<file path="config.mk">
export PLATFORM = sky130hd
export DESIGN_NAME = sphere_triangle_index_generator
export DESIGN_NICKNAME = d
export VERILOG_FILES = /design/src/sv/sti_pkg.sv /design/src/sv/sphere_triangle_index_generator.sv /design/src/sv/sti_config.sv /design/src/sv/sti_walker.sv
export VERILOG_INCLUDE_DIRS = /design/src /design/src/sv
export SDC_FILE = /design/constraint.sdc
export NUM_CORES = 1
export LEC_CHECK = 0
export BUFFER_PORTS_ARGS = -buffer_cell sky130_fd_sc_hd__buf_4
export CORE_MARGIN = 2
export CORE_UTILIZATION = 30
export CTS_BUF_LIST = sky130_fd_sc_hd__clkbuf_4
export DETAILED_ROUTE_END_ITERATION = 16
export PLACE_DENSITY = 0.57
export REMOVE_ABC_BUFFERS = 1
export SYNTH_ARGS = -nofsm -noshare
export SYNTH_HDL_FRONTEND = slang
export SYNTH_HIERARCHICAL = 1
export SYNTH_SLANG_ARGS = --single-unit
</file>
<file path="constraint.sdc">
create_clock -name clk -period 6.1 [get_ports clk]
set_input_delay 1.22 -clock clk [delete_from_list [all_inputs] [get_ports clk]]
set_output_delay 1.22 -clock clk [all_outputs]
set_load 0.1 [all_outputs]
</file>
<file path="src/sv/sphere_triangle_index_generator_defines.svh">
// Assertion helpers shared by the sphere triangle index generator modules.
// Each macro expects a clock named clk and an active-low reset named rst_n
// in the scope where it is used.
`ifndef SPHERE_TRIANGLE_INDEX_GENERATOR_DEFINES_SVH
`define SPHERE_TRIANGLE_INDEX_GENERATOR_DEFINES_SVH

// Consequence must hold in the same cycle as the antecedent.
`define STI_ASSERT_SAME(label, ante, cons, msg) \
  label: assert property (@(posedge clk) disable iff (!rst_n) (ante) |-> (cons)) \
    else $error(msg);

// Consequence must hold in the cycle after the antecedent.
`define STI_ASSERT_NEXT(label, ante, cons, msg) \
  label: assert property (@(posedge clk) disable iff (!rst_n) (ante) |=> (cons)) \
    else $error(msg);

`endif

</file>
<file path="src/sv/sti_pkg.sv">
`timescale 1ns / 1ps

package sti_pkg;

  // Fixed field widths.
  localparam int RING_W    = 16;
  localparam int CFG_W     = 9;
  localparam int CFG_IDX_W = 2;

  // Default geometry limit.
  localparam int MAX_DIV_DEFAULT = 256;

  // Register indexes.
  localparam logic [CFG_IDX_W-1:0] CFG_IDX_STACKS = 2'd0;
  localparam logic [CFG_IDX_W-1:0] CFG_IDX_SLICES = 2'd1;

  // Register reset values.
  localparam logic [CFG_W-1:0] STACKS_RESET = 9'd16;
  localparam logic [CFG_W-1:0] SLICES_RESET = 9'd16;

  // Lower limits of the geometry registers.
  localparam logic [CFG_W-1:0] STACKS_MIN = 9'd2;
  localparam logic [CFG_W-1:0] SLICES_MIN = 9'd3;

  // Ring base of the first ring.
  localparam logic [RING_W-1:0] FIRST_RING_BASE = 16'd1;

  // Saturated geometry handed to the walker.
  typedef struct packed {
    logic [CFG_W-1:0] stacks;
    logic [CFG_W-1:0] slices;
  } geom_t;

  // One triangle.
  typedef struct packed {
    logic [RING_W-1:0] a;
    logic [RING_W-1:0] b;
    logic [RING_W-1:0] c;
    logic              fin;
  } tri_t;

endpackage

</file>
<file path="src/sv/sphere_triangle_index_generator.sv">
// An accepted input transaction is registered in the input stage, then in the result register.
// Throughput: one triangle per cycle while out_stall is low; the walker updates its counters in a single pass.
// A full sphere takes 2*slice_count*(stack_count-1) transactions.
// Reset (rst_n low, synchronous) empties both stages and returns both registers to 16.
// Reset also puts the walker on the first triangle of the top cap.
`timescale 1ns / 1ps
`include "sphere_triangle_index_generator_defines.svh"

module sphere_triangle_index_generator #(
  parameter int MAX_DIVISIONS = sti_pkg::MAX_DIV_DEFAULT
) (
  input  logic                          clk,
  input  logic                          rst_n,
  // Input channel.
  input  logic                          in_valid,
  output logic                          in_stall,
  input  logic                          in_restart,
  // Result channel.
  output logic                          out_valid,
  input  logic                          out_stall,
  output logic [sti_pkg::RING_W-1:0]    out_vertex_a,
  output logic [sti_pkg::RING_W-1:0]    out_vertex_b,
  output logic [sti_pkg::RING_W-1:0]    out_vertex_c,
  output logic                          out_final_triangle,
  // Configuration write channel.
  input  logic                          cfg_valid,
  output logic                          cfg_ready,
  input  logic [sti_pkg::CFG_IDX_W-1:0] cfg_index,
  input  logic [sti_pkg::CFG_W-1:0]     cfg_data
);

  sti_pkg::geom_t geom;
  sti_pkg::tri_t  tri_c;
  logic           seq_clear;

  logic           stg_valid_r;
  logic           stg_restart_r;
  logic           out_valid_r;
  sti_pkg::tri_t  out_tri_r;
  logic           advance;
  logic           in_take;

  sti_config #(
    .MAX_DIVISIONS(MAX_DIVISIONS)
  ) u_config (
    .clk      (clk),
    .rst_n    (rst_n),
    .cfg_valid(cfg_valid),
    .cfg_ready(cfg_ready),
    .cfg_index(cfg_index),
    .cfg_data (cfg_data),
    .geom     (geom),
    .seq_clear(seq_clear)
  );

  sti_walker #(
    .MAX_DIVISIONS(MAX_DIVISIONS)
  ) u_walker (
    .clk      (clk),
    .rst_n    (rst_n),
    .geom     (geom),
    .seq_clear(seq_clear),
    .step     (advance),
    .restart  (stg_restart_r),
    .tri_out  (tri_c)
  );

  // The staged item moves on whenever the result register is free or draining.
  assign advance  = stg_valid_r && (!out_valid_r || !out_stall);
  assign in_stall = stg_valid_r && !advance;
  assign in_take  = in_valid && !in_stall;

  // Input stage.
  always_ff @(posedge clk) begin
    if (!rst_n) begin
      stg_valid_r <= 1'b0;
    end else if (in_take) begin
      stg_valid_r <= 1'b1;
    end else if (advance) begin
      stg_valid_r <= 1'b0;
    end
  end

  always_ff @(posedge clk) begin
    if (in_take) begin
      stg_restart_r <= in_restart;
    end
  end

  // Result register.
  always_ff @(posedge clk) begin
    if (!rst_n) begin
      out_valid_r <= 1'b0;
    end else if (advance) begin
      out_valid_r <= 1'b1;
    end else if (!out_stall) begin
      out_valid_r <= 1'b0;
    end
  end

  always_ff @(posedge clk) begin
    if (advance) begin
      out_tri_r <= tri_c;
    end
  end

  assign out_valid          = out_valid_r;
  assign out_vertex_a       = out_tri_r.a;
  assign out_vertex_b       = out_tri_r.b;
  assign out_vertex_c       = out_tri_r.c;
  assign out_final_triangle = out_tri_r.fin;

  // A staged item never waits while the result register is empty.
  `STI_ASSERT_SAME(a_no_bubble, stg_valid_r && !out_valid_r, advance, "staged item held")
  // A processed transaction always shows up as a result in the next cycle.
  `STI_ASSERT_NEXT(a_result_follows, advance, out_valid_r, "lost result")
  // A stalled result stays valid and unchanged.
  `STI_ASSERT_NEXT(a_out_hold, out_valid_r && out_stall, out_valid_r && $stable(out_tri_r), "result moved")

endmodule

</file>
<file path="src/sv/sti_config.sv">
`timescale 1ns / 1ps

module sti_config #(
  parameter int MAX_DIVISIONS = sti_pkg::MAX_DIV_DEFAULT
) (
  input  logic                          clk,
  input  logic                          rst_n,
  input  logic                          cfg_valid,
  output logic                          cfg_ready,
  input  logic [sti_pkg::CFG_IDX_W-1:0] cfg_index,
  input  logic [sti_pkg::CFG_W-1:0]     cfg_data,
  output sti_pkg::geom_t                geom,
  output logic                          seq_clear
);

  localparam logic [sti_pkg::CFG_W-1:0] MAX_VAL = sti_pkg::CFG_W'(MAX_DIVISIONS);

  logic [sti_pkg::CFG_W-1:0] stacks_r;
  logic [sti_pkg::CFG_W-1:0] slices_r;
  logic                      wr_stacks;
  logic                      wr_slices;

  // Writes are always taken.
  assign cfg_ready = 1'b1;
  assign wr_stacks = cfg_valid && (cfg_index == sti_pkg::CFG_IDX_STACKS);
  assign wr_slices = cfg_valid && (cfg_index == sti_pkg::CFG_IDX_SLICES);

  // Any write to a defined register restarts the triangle sequence.
  assign seq_clear = wr_stacks || wr_slices;

  always_ff @(posedge clk) begin
    if (!rst_n) begin
      stacks_r <= sti_pkg::STACKS_RESET;
      slices_r <= sti_pkg::SLICES_RESET;
    end else begin
      if (wr_stacks) begin
        stacks_r <= cfg_data;
      end
      if (wr_slices) begin
        slices_r <= cfg_data;
      end
    end
  end

  // Saturate both counts into their legal ranges.
  always_comb begin
    if (stacks_r < sti_pkg::STACKS_MIN) begin
      geom.stacks = sti_pkg::STACKS_MIN;
    end else if (stacks_r > MAX_VAL) begin
      geom.stacks = MAX_VAL;
    end else begin
      geom.stacks = stacks_r;
    end
    if (slices_r < sti_pkg::SLICES_MIN) begin
      geom.slices = sti_pkg::SLICES_MIN;
    end else if (slices_r > MAX_VAL) begin
      geom.slices = MAX_VAL;
    end else begin
      geom.slices = slices_r;
    end
  end

endmodule

</file>
<file path="src/sv/sti_walker.sv">
`timescale 1ns / 1ps
`include "sphere_triangle_index_generator_defines.svh"

module sti_walker #(
  parameter int MAX_DIVISIONS = sti_pkg::MAX_DIV_DEFAULT
) (
  input  logic           clk,
  input  logic           rst_n,
  input  sti_pkg::geom_t geom,
  input  logic           seq_clear,
  input  logic           step,
  input  logic           restart,
  output sti_pkg::tri_t  tri_out
);

  localparam int CNT_W = $clog2(MAX_DIVISIONS);
  localparam int DIV_W = CNT_W + 1;

  typedef enum logic [1:0] {
    PH_TOP,
    PH_BAND,
    PH_BOTTOM
  } phase_t;

  phase_t                     phase_r, phase_nxt, cur_phase;
  logic [CNT_W-1:0]           band_r, band_nxt, cur_band;
  logic [CNT_W-1:0]           pos_r, pos_nxt, cur_pos;
  logic                       half_r, half_nxt, cur_half;
  logic [sti_pkg::RING_W-1:0] base_r, base_nxt, cur_base;

  logic                       seq_restart;
  logic [DIV_W-1:0]           stacks;
  logic [DIV_W-1:0]           slices;
  logic [sti_pkg::RING_W-1:0] slices_w;
  logic                       last;
  logic [sti_pkg::RING_W-1:0] tl, tr;
  logic                       at_home;

  assign stacks   = geom.stacks[DIV_W-1:0];
  assign slices   = geom.slices[DIV_W-1:0];
  assign slices_w = sti_pkg::RING_W'(slices);

  // A restart or an unknown phase begins from the first triangle.
  assign seq_restart = restart || (phase_r != PH_TOP && phase_r != PH_BAND &&
                                   phase_r != PH_BOTTOM);

  always_comb begin
    if (seq_restart) begin
      cur_phase = PH_TOP;
      cur_band  = '0;
      cur_pos   = '0;
      cur_half  = 1'b0;
      cur_base  = sti_pkg::FIRST_RING_BASE;
    end else begin
      cur_phase = phase_r;
      cur_band  = band_r;
      cur_pos   = pos_r;
      cur_half  = half_r;
      cur_base  = base_r;
    end
  end

  // Corners of the current quad; the right corner wraps at the ring end.
  assign last = (DIV_W'(cur_pos) + DIV_W'(1)) >= slices;
  assign tl   = cur_base + sti_pkg::RING_W'(cur_pos);
  assign tr   = last ? cur_base : tl + sti_pkg::RING_W'(1);

  // Triangle selection and sequence advance.
  always_comb begin
    phase_nxt   = cur_phase;
    band_nxt    = cur_band;
    pos_nxt     = cur_pos + CNT_W'(1);
    half_nxt    = cur_half;
    base_nxt    = cur_base;
    tri_out.fin = 1'b0;
    case (cur_phase)
      PH_TOP: begin
        tri_out.a = '0;
        tri_out.b = tr;
        tri_out.c = tl;
        if (last) begin
          pos_nxt  = '0;
          base_nxt = sti_pkg::FIRST_RING_BASE;
          if (stacks > DIV_W'(2)) begin
            phase_nxt = PH_BAND;
            band_nxt  = CNT_W'(1);
          end else begin
            phase_nxt = PH_BOTTOM;
          end
        end
      end
      PH_BAND: begin
        if (!cur_half) begin
          tri_out.a = tl;
          tri_out.b = tr;
          tri_out.c = tl + slices_w;
          half_nxt  = 1'b1;
          pos_nxt   = cur_pos;
        end else begin
          tri_out.a = tr;
          tri_out.b = tr + slices_w;
          tri_out.c = tl + slices_w;
          half_nxt  = 1'b0;
          if (last) begin
            pos_nxt  = '0;
            base_nxt = cur_base + slices_w;
            if ((DIV_W'(cur_band) + DIV_W'(2)) >= stacks) begin
              phase_nxt = PH_BOTTOM;
            end else begin
              band_nxt = cur_band + CNT_W'(1);
            end
          end
        end
      end
      PH_BOTTOM: begin
        tri_out.a = tl;
        tri_out.b = tr;
        tri_out.c = cur_base + slices_w;
        if (last) begin
          tri_out.fin = 1'b1;
          phase_nxt   = PH_TOP;
          band_nxt    = '0;
          pos_nxt     = '0;
          half_nxt    = 1'b0;
          base_nxt    = sti_pkg::FIRST_RING_BASE;
        end
      end
      default: begin
        tri_out.a = '0;
        tri_out.b = '0;
        tri_out.c = '0;
        phase_nxt = PH_TOP;
        band_nxt  = '0;
        pos_nxt   = '0;
        half_nxt  = 1'b0;
        base_nxt  = sti_pkg::FIRST_RING_BASE;
      end
    endcase
  end

  // Sequence state.
  always_ff @(posedge clk) begin
    if (!rst_n || seq_clear) begin
      phase_r <= PH_TOP;
      band_r  <= '0;
      pos_r   <= '0;
      half_r  <= 1'b0;
      base_r  <= sti_pkg::FIRST_RING_BASE;
    end else if (step) begin
      phase_r <= phase_nxt;
      band_r  <= band_nxt;
      pos_r   <= pos_nxt;
      half_r  <= half_nxt;
      base_r  <= base_nxt;
    end
  end

  // The walker sits on the first triangle of the top cap.
  assign at_home = phase_r == PH_TOP && pos_r == '0 && base_r == sti_pkg::FIRST_RING_BASE;

  // A register write leaves the walker at the first triangle of the top cap.
  `STI_ASSERT_NEXT(a_clear_home, seq_clear, at_home, "walker not home after clear")
  // Every top cap triangle starts at the top apex.
  `STI_ASSERT_SAME(a_top_apex, step && cur_phase == PH_TOP, tri_out.a == '0, "apex missing")
  // The final flag only appears in the bottom cap at the end of a ring.
  `STI_ASSERT_SAME(a_fin_place, tri_out.fin, cur_phase == PH_BOTTOM && last, "stray final flag")

endmodule

</file>
# Word level (Yosys, flattened, before mapping)
# Cells that the tools add are included.
# Widths: inputs -> output; s select.
dict set report totals {
  word_cells 98
  mem_count 0
  rom_bits 0
  in_bits 17
  regBits 105
  latchBits 0
  output_inout_bits 52
  mem_bits_rw 0
}
dict set report op_classes {
  addsub 9
  mul 0
  shift 0
  div 0
  n_bitwise 0
  reduce_logical 21
  n_eq_ne 6
  mux 41
  n_lt_le_gt_ge 7
}
# operator n
set ops {}
lappend ops {{$pmux 48 s3} 1}
lappend ops {{$mux 16} 5}
lappend ops {{$mux 8} 10}
lappend ops {{$add 16x9->16} 3}
lappend ops {{$mux 48} 1}
lappend ops {{$mux 9} 4}
lappend ops {{$pmux 16 s2} 1}
lappend ops {{$pmux 8 s3} 1}
lappend ops {{$ge 9x9->1} 2}
lappend ops {{$gt 9x9->1 const B} 2}
lappend ops {{$lt 9x2->1 const B} 2}
lappend ops {{$add 16x1->16 const B} 1}
lappend ops {{$add 16x8->16} 1}
lappend ops {{$add 8x1->8 const B} 2}
lappend ops {{$pmux 8 s2} 1}
lappend ops {{$mux 2} 7}
lappend ops {{$add 8x1->9 const B} 1}
lappend ops {{$add 8x2->9 const B} 1}
lappend ops {{$gt 9x2->1 const B} 1}
lappend ops {{$mux 1} 8}
lappend ops {{$logic_and 1x1->1} 7}
lappend ops {{$pmux 2 s3} 1}
lappend ops {{$logic_not 1->1} 5}
lappend ops {{$eq 2x1->1 const B} 2}
lappend ops {{8 further kinds} 14}

# Longest topological paths before layout
# Gate-level depths: netlist of run 1.
dict set report depth {
  ltp_word 11
  mapped_depth 32
  ltp_nobuf 25
}

# Cells and area by module
# The synthesis of run 1 kept the hierarchy.
# mod instances cells_per_inst area_per_inst_um2 seq_area_each_um2
set by_module_without_submodules {}
lappend by_module_without_submodules {sti_walker 1 829 5672.9 700.7}
lappend by_module_without_submodules {sphere_triangle_index_generator 1 58 1585.3 1541.5}
lappend by_module_without_submodules {sti_config 1 91 869.6 360.3}

# Least setup slack after synthesis of run 1
# No wires, ideal clock.
dict set report synth_timing {
  path_type {in2reg}
  start {input out_stall}
  end {register u_walker.band_r[4]}
  arrival_ps 6429
  stages 7
  setup_slack_ps -408
  t_required_ps 6021
  n_path_buf 1
  setup_time_ps 79
  path_cell_list {a21boi_0 clkbuf_1 inv_1 nor2_1 nand2_1 or4_1 o211ai_1}
}
dict set report synth_between {
  elab_chain_len 3
}
# element line
set synth_lines {}
lappend synth_lines {{start: declaration} sphere_triangle_index_generator.sv:20} ;# input logic out_stall,
lappend synth_lines {{$logic_not 1->1} --}
lappend synth_lines {{$logic_or 1x1->1} sphere_triangle_index_generator.sv:69} ;# assign advance = stg_valid_r && (!out_valid_r || !out_stall);
lappend synth_lines {{$logic_and 1x1->1} sphere_triangle_index_generator.sv:69}
lappend synth_lines {{end signal: assignment} sti_walker.sv:151} ;# band_r <= band_nxt;
lappend synth_lines {{end: declaration} sti_walker.sv:26} ;# logic [CNT_W-1:0] band_r, band_nxt, cur_band;
# Every way passes these cells.
# A chain may end at the register's enable or synchronous reset.

==> impl_metrics.yaml, run 1 <==
layout:
  fin_util_pct: 34.0
  area_delta_synth_final_pct: 12.0
  nNetsFinal: 1104
  fin_area_sq_um: 9110
  stdcell_count: 1372
  drive_above_1_share_pct: 12.6
die:
  initial_core_util_pct: 30.3
  coreArea_sq_um: 26800
  rows: 60
  die_area_sq_um: 28400
  die_height_um: 169
  fp.dieW_um: 169
  io-pin-count: 69
cts:
  clock_sinks: 105
  root_buffer: "clkbuf_4"
  numCtsBuffers: 9
  cts_buffer_depth: 2
  clock_latency_ns: 0.52
  cts_hold_buf: 0
  clkSlewWorstSetupHoldPaths_ns: 0.19
  tritoncts: "done"
  htree_levels: 3
outcome:
  status: "finished clean"
yosys:
  syn_inst: 978
  avgSynthCellArea_sq_um: 8.31
  synth-edff-count: 50
  yosys_register_bits: 105
  synthDistinctLibCells: 77
  synth.yosys.warnings: 6
  synth.most_common_cell: "nand2_1"
  synth_area_leader_cell: "edfxtp_1"
  synth_area_leaders: "edfxtp_1, dfxtp_1, ha_1, nand2_1, xnor2_1"
  yosys-top-cells-count: "nand2_1, nor2_1, a21oi_1, o21ai_0"
  async_flop_share_pct: 0
  synth_area_sq_um: 8130
  synth.top_cell.area_share_pct: 18.5
  yosysSeqAreaShare_pct: 32.0
  synth_flop_cell: "dfxtp_1"
global_routing:
  grt_pass1_vias: 6929
  grt_start_max_net_pins: 76
  overflow: 0
  antenna_found_initial: 1
  grt_usage_pct: 16.6
  grt_pass1_wl_um: 37500
setup_path:
  cp_top_family: "simple AND/OR/NAND/NOR gates"
  cp_slowest_cell: "or4b_4"
  arrival_ns: 5.84
  crit_required_ns: 6.39
  cp.depth: 25
  path_buf_inv: 0
  cp-end-kind: "flip-flop"
  cp_slowest_stage_delay_ns: 0.55
  crit_type: "reg -> reg"
  cp-start-kind: "flip-flop"
  r2r_cells: 25
  cpMostUsedCell: "a21oi_1"
  cp_max_fo: 10
sta:
  rsz0062_at_grt: "false"
  worstMarginPinSlew_ns: 1.15
  layout_min_cycle_time_ns: 5.55
  finalMaxSlewViolations: 0
  hold_viol_final: 0
  holdWs_ns: 0.476
  fmax_ghz: 0.180
  setup_viol: 0
  slew_headroom_pct: 22.4
  skew_ns: 0.0180
  post-route-period-util_pct: 91.0
job:
  cap_violations: 0
placement:
  gp_congestion: 0.857
  portBuffers: 67
  dpl.hpwl_um: 17600
  postPlaceCellArea_sq_um: 8950
  dp_cells: 1355
routing:
  wl_per_cell_um: 16.9
  drt_wl_total_um: 23200
  ant_nets: 0
  num_vias: 7260
  drt-initial-drc-count: 600
  drcViolationCount: 0
  first_pass_iters: 5
  viasPerCell: 5.29
hold_path:
  hold_path.class: "reg -> reg"
  worstHoldPathCells: 1
power_and_ir_drop:
  power.density_nw_per_um2: 161
  p_leak_uw: 0.00363
  ir_drop_v: 0.0000990
flip-flops by register name, indices dropped and copies added (netlist names):
register	count
u_walker/base_r	16
out_vertex_a	16
u_walker/phase_r	2
out_final_triangle	1
out_valid	1
u_walker/half_r	1
out_vertex_b	16
u_walker/band_r	8
u_config/stacks_r	9
stg_restart_r	1
u_walker/pos_r	8
out_vertex_c	16
u_config/slices_r	9
stg_valid_r	1
through the flow:
step	total power (uW)	setup WS (ns)	TNS, ns
5_1_grt	1540	0.0234	0
3_3_place_gp	1080	0.601	0
3_5_place_dp	1090	0.435	0
6_report	1470	0.552	0
4_1_cts	1490	0.367	0
2_1_floorplan	1000	-2.73	-98.55
routing by layer:
| metal | vias up | routed length (um) | part of all wire (%) | global-route usage [%] |
|---|---|---|---|---|
| met2 | 228 | 10300 | 44 | 26.1 |
| met4 | 0 | 360 | 1.5 | 4.46 |
| met1 | 3431 | 11200 | 48 | 23.4 |
| met5 | - | 0 | 0 | 0 |
| met3 | 24 | 1290 | 5.6 | 2.99 |
| li1 | 3577 | - | - | - |
area by class of cell:
type | count | area (sq um)
tap | 341 | 427
timing repair buffer | 87 | 653
antenna | 1 | 2.50
clock inverter | 7 | 75.1
clock buffer | 9 | 67.6
multi-input combinational | 763 | 5060
inverter | 59 | 221
fill | 2817 | 17700
sequential | 105 | 2600
power breakdown:
group	internal (uW)	switching, uW
Combinational	78.4	222
Clock	130	265
Sequential	760	12.4
cells by family (layout without fill, tap and decap cells):
logic type / count (synthesis) / in the layout / share of synthesized area, %
AND/OR/NAND/NOR: 353 / 353 / 21.6
AO/OA/AOI/OAI: 253 / 253 / 19.8
buffers and inverters: 110 / 162 / 6.16
flip-flops: 105 / 105 / 32.0
XOR/XNOR: 73 / 73 / 7.87
adder cells (fa/ha/maj): 62 / 62 / 9.91
multiplexers: 21 / 21 / 2.60
other: 1 / 2 / 0.0461
layout by cell type, fill, tap and decap left out, types with 20 or more instances in the layout:
cell type,Yosys,layout
edfxtp_1,50,50
buf_4,5,87
xor2_1,31,31
o21ai_0,66,64
nor2b_1,38,38
inv_1,58,58
a21oi_1,66,64
nor2_1,95,94
ha_1,58,58
nand3_1,29,29
nand2_1,100,100
dfxtp_1,55,55
mux2i_1,20,20
xnor2_1,42,42
path summary, 6_finish.rpt:
kind,startpoint,to,slack (ns)
worst max-delay path,u_walker/phase_r[0],out_vertex_b[14],0.55
worst min-delay path,u_walker/band_r[5],u_walker/band_r[5],0.48
worst max register to register,u_walker/phase_r[0],out_vertex_b[14],0.55
worst min register to register,u_walker/band_r[5],u_walker/band_r[5],0.48
worst reg2reg max path: stages (launching register included):
cell and delay [ns]:
dfxtp_1 0.46, a21oi_4 0.29, and2_1 0.27, ha_1 0.25
nand3_1 0.19, nor2_2 0.22, xor2_1 0.17, ha_1 0.26
a21oi_1 0.11, o21ai_0 0.09, a21oi_1 0.22, o21a_1 0.26
nor2_1 0.07, a21oi_1 0.22, ha_1 0.27, fa_1 0.23
a21o_1 0.12, a21oi_1 0.09, o21ai_0 0.29, nand3_1 0.11
nand2_1 0.11, a21oi_1 0.09, nand2b_1 0.14, or4b_4 0.55
nor3_2 0.14, xnor2_1 0.08
repair_timing:
| item | CTS | global route |
|---|---|---|
| buffers inserted | 0 | 0 |
| setup endpoints to repair | 0 | 5 |
| hold endpoints to repair | 0 | 0 |
| gates resized for setup | 0 | 4 |
No activity file was read; power rests on OpenSTA's default activity.
==> inputs of run 2 (changes only) <==
--- a/config.mk
+++ b/config.mk
@@ -7,12 +7,12 @@
 export NUM_CORES = 1
 export LEC_CHECK = 0
 export BUFFER_PORTS_ARGS = -buffer_cell sky130_fd_sc_hd__buf_4
+export CORE_ASPECT_RATIO = 1.5
 export CORE_MARGIN = 2
 export CORE_UTILIZATION = 30
 export CTS_BUF_LIST = sky130_fd_sc_hd__clkbuf_4
 export DETAILED_ROUTE_END_ITERATION = 16
 export PLACE_DENSITY = 0.57
-export REMOVE_ABC_BUFFERS = 1
 export SYNTH_ARGS = -nofsm -noshare
 export SYNTH_HDL_FRONTEND = slang
 export SYNTH_HIERARCHICAL = 1
==> impl_metrics.yaml, run 2 (synthesized netlist as in run 1, its figures left out) <==
layout:
  area_delta_synth_final_pct: 12.5
  fillers: 2767
  mostFrequentLayoutCells: "nand2_1, nor2_1, buf_4"
  nNetsFinal: 1106
  drive_above_1_share_pct: 12.8
  layout_commonest_cell: "nand2_1"
global_routing:
  antenna_found_initial: 1
  grt_start_max_net_pins: 76
  grt_usage_pct: 16.5
  grt_pass1_wl_um: 37200
  overflow: 0
  grt_pass1_vias: 7271
die:
  fp.dieW_um: 138
  initial_core_util_pct: 30.6
  rows: 73
  die_height_um: 206
  die_area_sq_um: 28500
  coreArea_sq_um: 26600
  io-pin-count: 69
sta:
  post-route-period-util_pct: 92.1
  rsz0062_at_grt: "false"
  layout_min_cycle_time_ns: 5.62
  setup_viol: 0
  hold_viol_final: 0
  finalMaxSlewViolations: 0
  fmax_ghz: 0.178
  tns_ns: 0
  worstMarginPinSlew_ns: 0.966
  skew_ns: 0.0354
  slew_headroom_pct: 35.4
setup_path:
  crit_type: "reg -> reg"
  crit_required_ns: 6.39
  cp-start-kind: "flip-flop"
  cp_slowest_cell: "xor2_1"
  arrival_ns: 5.91
  cp_max_fo: 10
  cp-end-kind: "flip-flop"
  path_buf_inv: 2
  path_cells: "a21oi_4, buf_4, and2_1, ha_1, and3_4, a221oi_2, xor2_1, xnor2_1, o21ai_0, inv_1, ha_1, nand2_1, o21ai_0, nand3_1, nand2_1, a21oi_1, nand2b_1, or4b_4, nor3_2, xnor2_1"
  cp_top_family: "simple AND/OR/NAND/NOR gates"
  cp_slowest_stage_delay_ns: 0.66
outcome:
  status: "finished clean"
cts:
  clkSlewWorstSetupHoldPaths_ns: 0.18
  htree_levels: 3
  root_buffer: "clkbuf_4"
  cts_hold_buf: 0
  cts_setup_buffers: 0
  clock_sinks: 105
  tritoncts: "done"
  numCtsBuffers: 9
  cts_buffer_depth: 2
  clock_latency_ns: 0.53
placement:
  portBuffers: 67
  dpl.hpwl_um: 18100
  gp_congestion: 0.888
power_and_ir_drop:
  p_leak_uw: 0.00365
  power.density_nw_per_um2: 163
  p_comb_share_pct: 20.3
  ir_drop_v: 0.0000961
  p_sw_share_pct: 32.3
  power.total_uw: 1490
  pwr-share-seq_pct: 51.9
  switchingPower_uw: 481
  p_int_uw: 1010
  clkPwrFrac_pct: 27.8
routing:
  drt-initial-drc-count: 466
  ant_nets: 0
  drt_wl_total_um: 23600
  first_pass_iters: 7
  wl_per_cell_um: 17.2
  viasPerCell: 5.31
  num_vias: 7275
  drcViolationCount: 0
job:
  cap_violations: 0
hold_path:
  hold_path.class: "reg -> reg"
yosys:
  synth_fp_nets: 1057
[run 2: stage by stage]
step	hold WS [ns]	setup WS (ns)	instances	cell area (sq um)	utilization (%)
finish	0.483	0.481	1371	9140	34.4
global route	0.522	0.0165	1370	9140	34.4
CTS	0.485	0.285	1369	9110	34.3
detailed placement	0.462	0.373	1353	8960	33.7
global placement	0.456	0.486	1353	8960	33.7
floorplan	0.435	0.0294	978	8130	-
[run 2: path summary, 6_finish.rpt]
kind / cells after the start / slack [ns] / startpoint / to
worst min-delay path: 1 / 0.48 / u_walker/band_r[5] / u_walker/band_r[5]
worst min register to register: 1 / 0.48 / u_walker/band_r[5] / u_walker/band_r[5]
worst max register to register: 20 / 0.48 / u_walker/phase_r[0] / out_vertex_b[14]
worst max-delay path: 20 / 0.48 / u_walker/phase_r[0] / out_vertex_b[14]
[run 2: final cells by class]
| cell class | instances | area, sq um | area share [%] |
|---|---|---|---|
| inverter | 59 | 221 | 2.42 |
| multi-input combinational | 763 | 5060 | 55.4 |
| antenna | 2 | 5.00 | 0.0547 |
| timing repair buffer | 89 | 668 | 7.31 |
| tap | 337 | 422 | 4.61 |
| clock buffer | 10 | 75.1 | 0.821 |
| sequential | 105 | 2600 | 28.5 |
| clock inverter | 6 | 82.6 | 0.903 |
[run 2: power groups by stage]
stage | clock network (uW) | registers [uW] | logic (uW)
4_1_cts | 432 | 773 | 302
3_3_place_gp | 0 | 788 | 298
3_5_place_dp | 0 | 788 | 301
2_1_floorplan | 0 | 885 | 127
5_1_grt | 455 | 776 | 321
6_report | 413 | 773 | 302
[run 2: metal layers]
metal	track usage, %	up-vias	wire length [um]
met4	7.80	0	754
li1	-	3589	-
met2	30.9	234	12200
met3	2.12	46	1040
met5	0	-	0
met1	18.4	3406	9620
[run 2: timing repair]
action | CTS | global route
setup endpoints to repair | 0 | 5
endpoints found under the hold margin | 0 | 0
gates resized for setup | 0 | 5
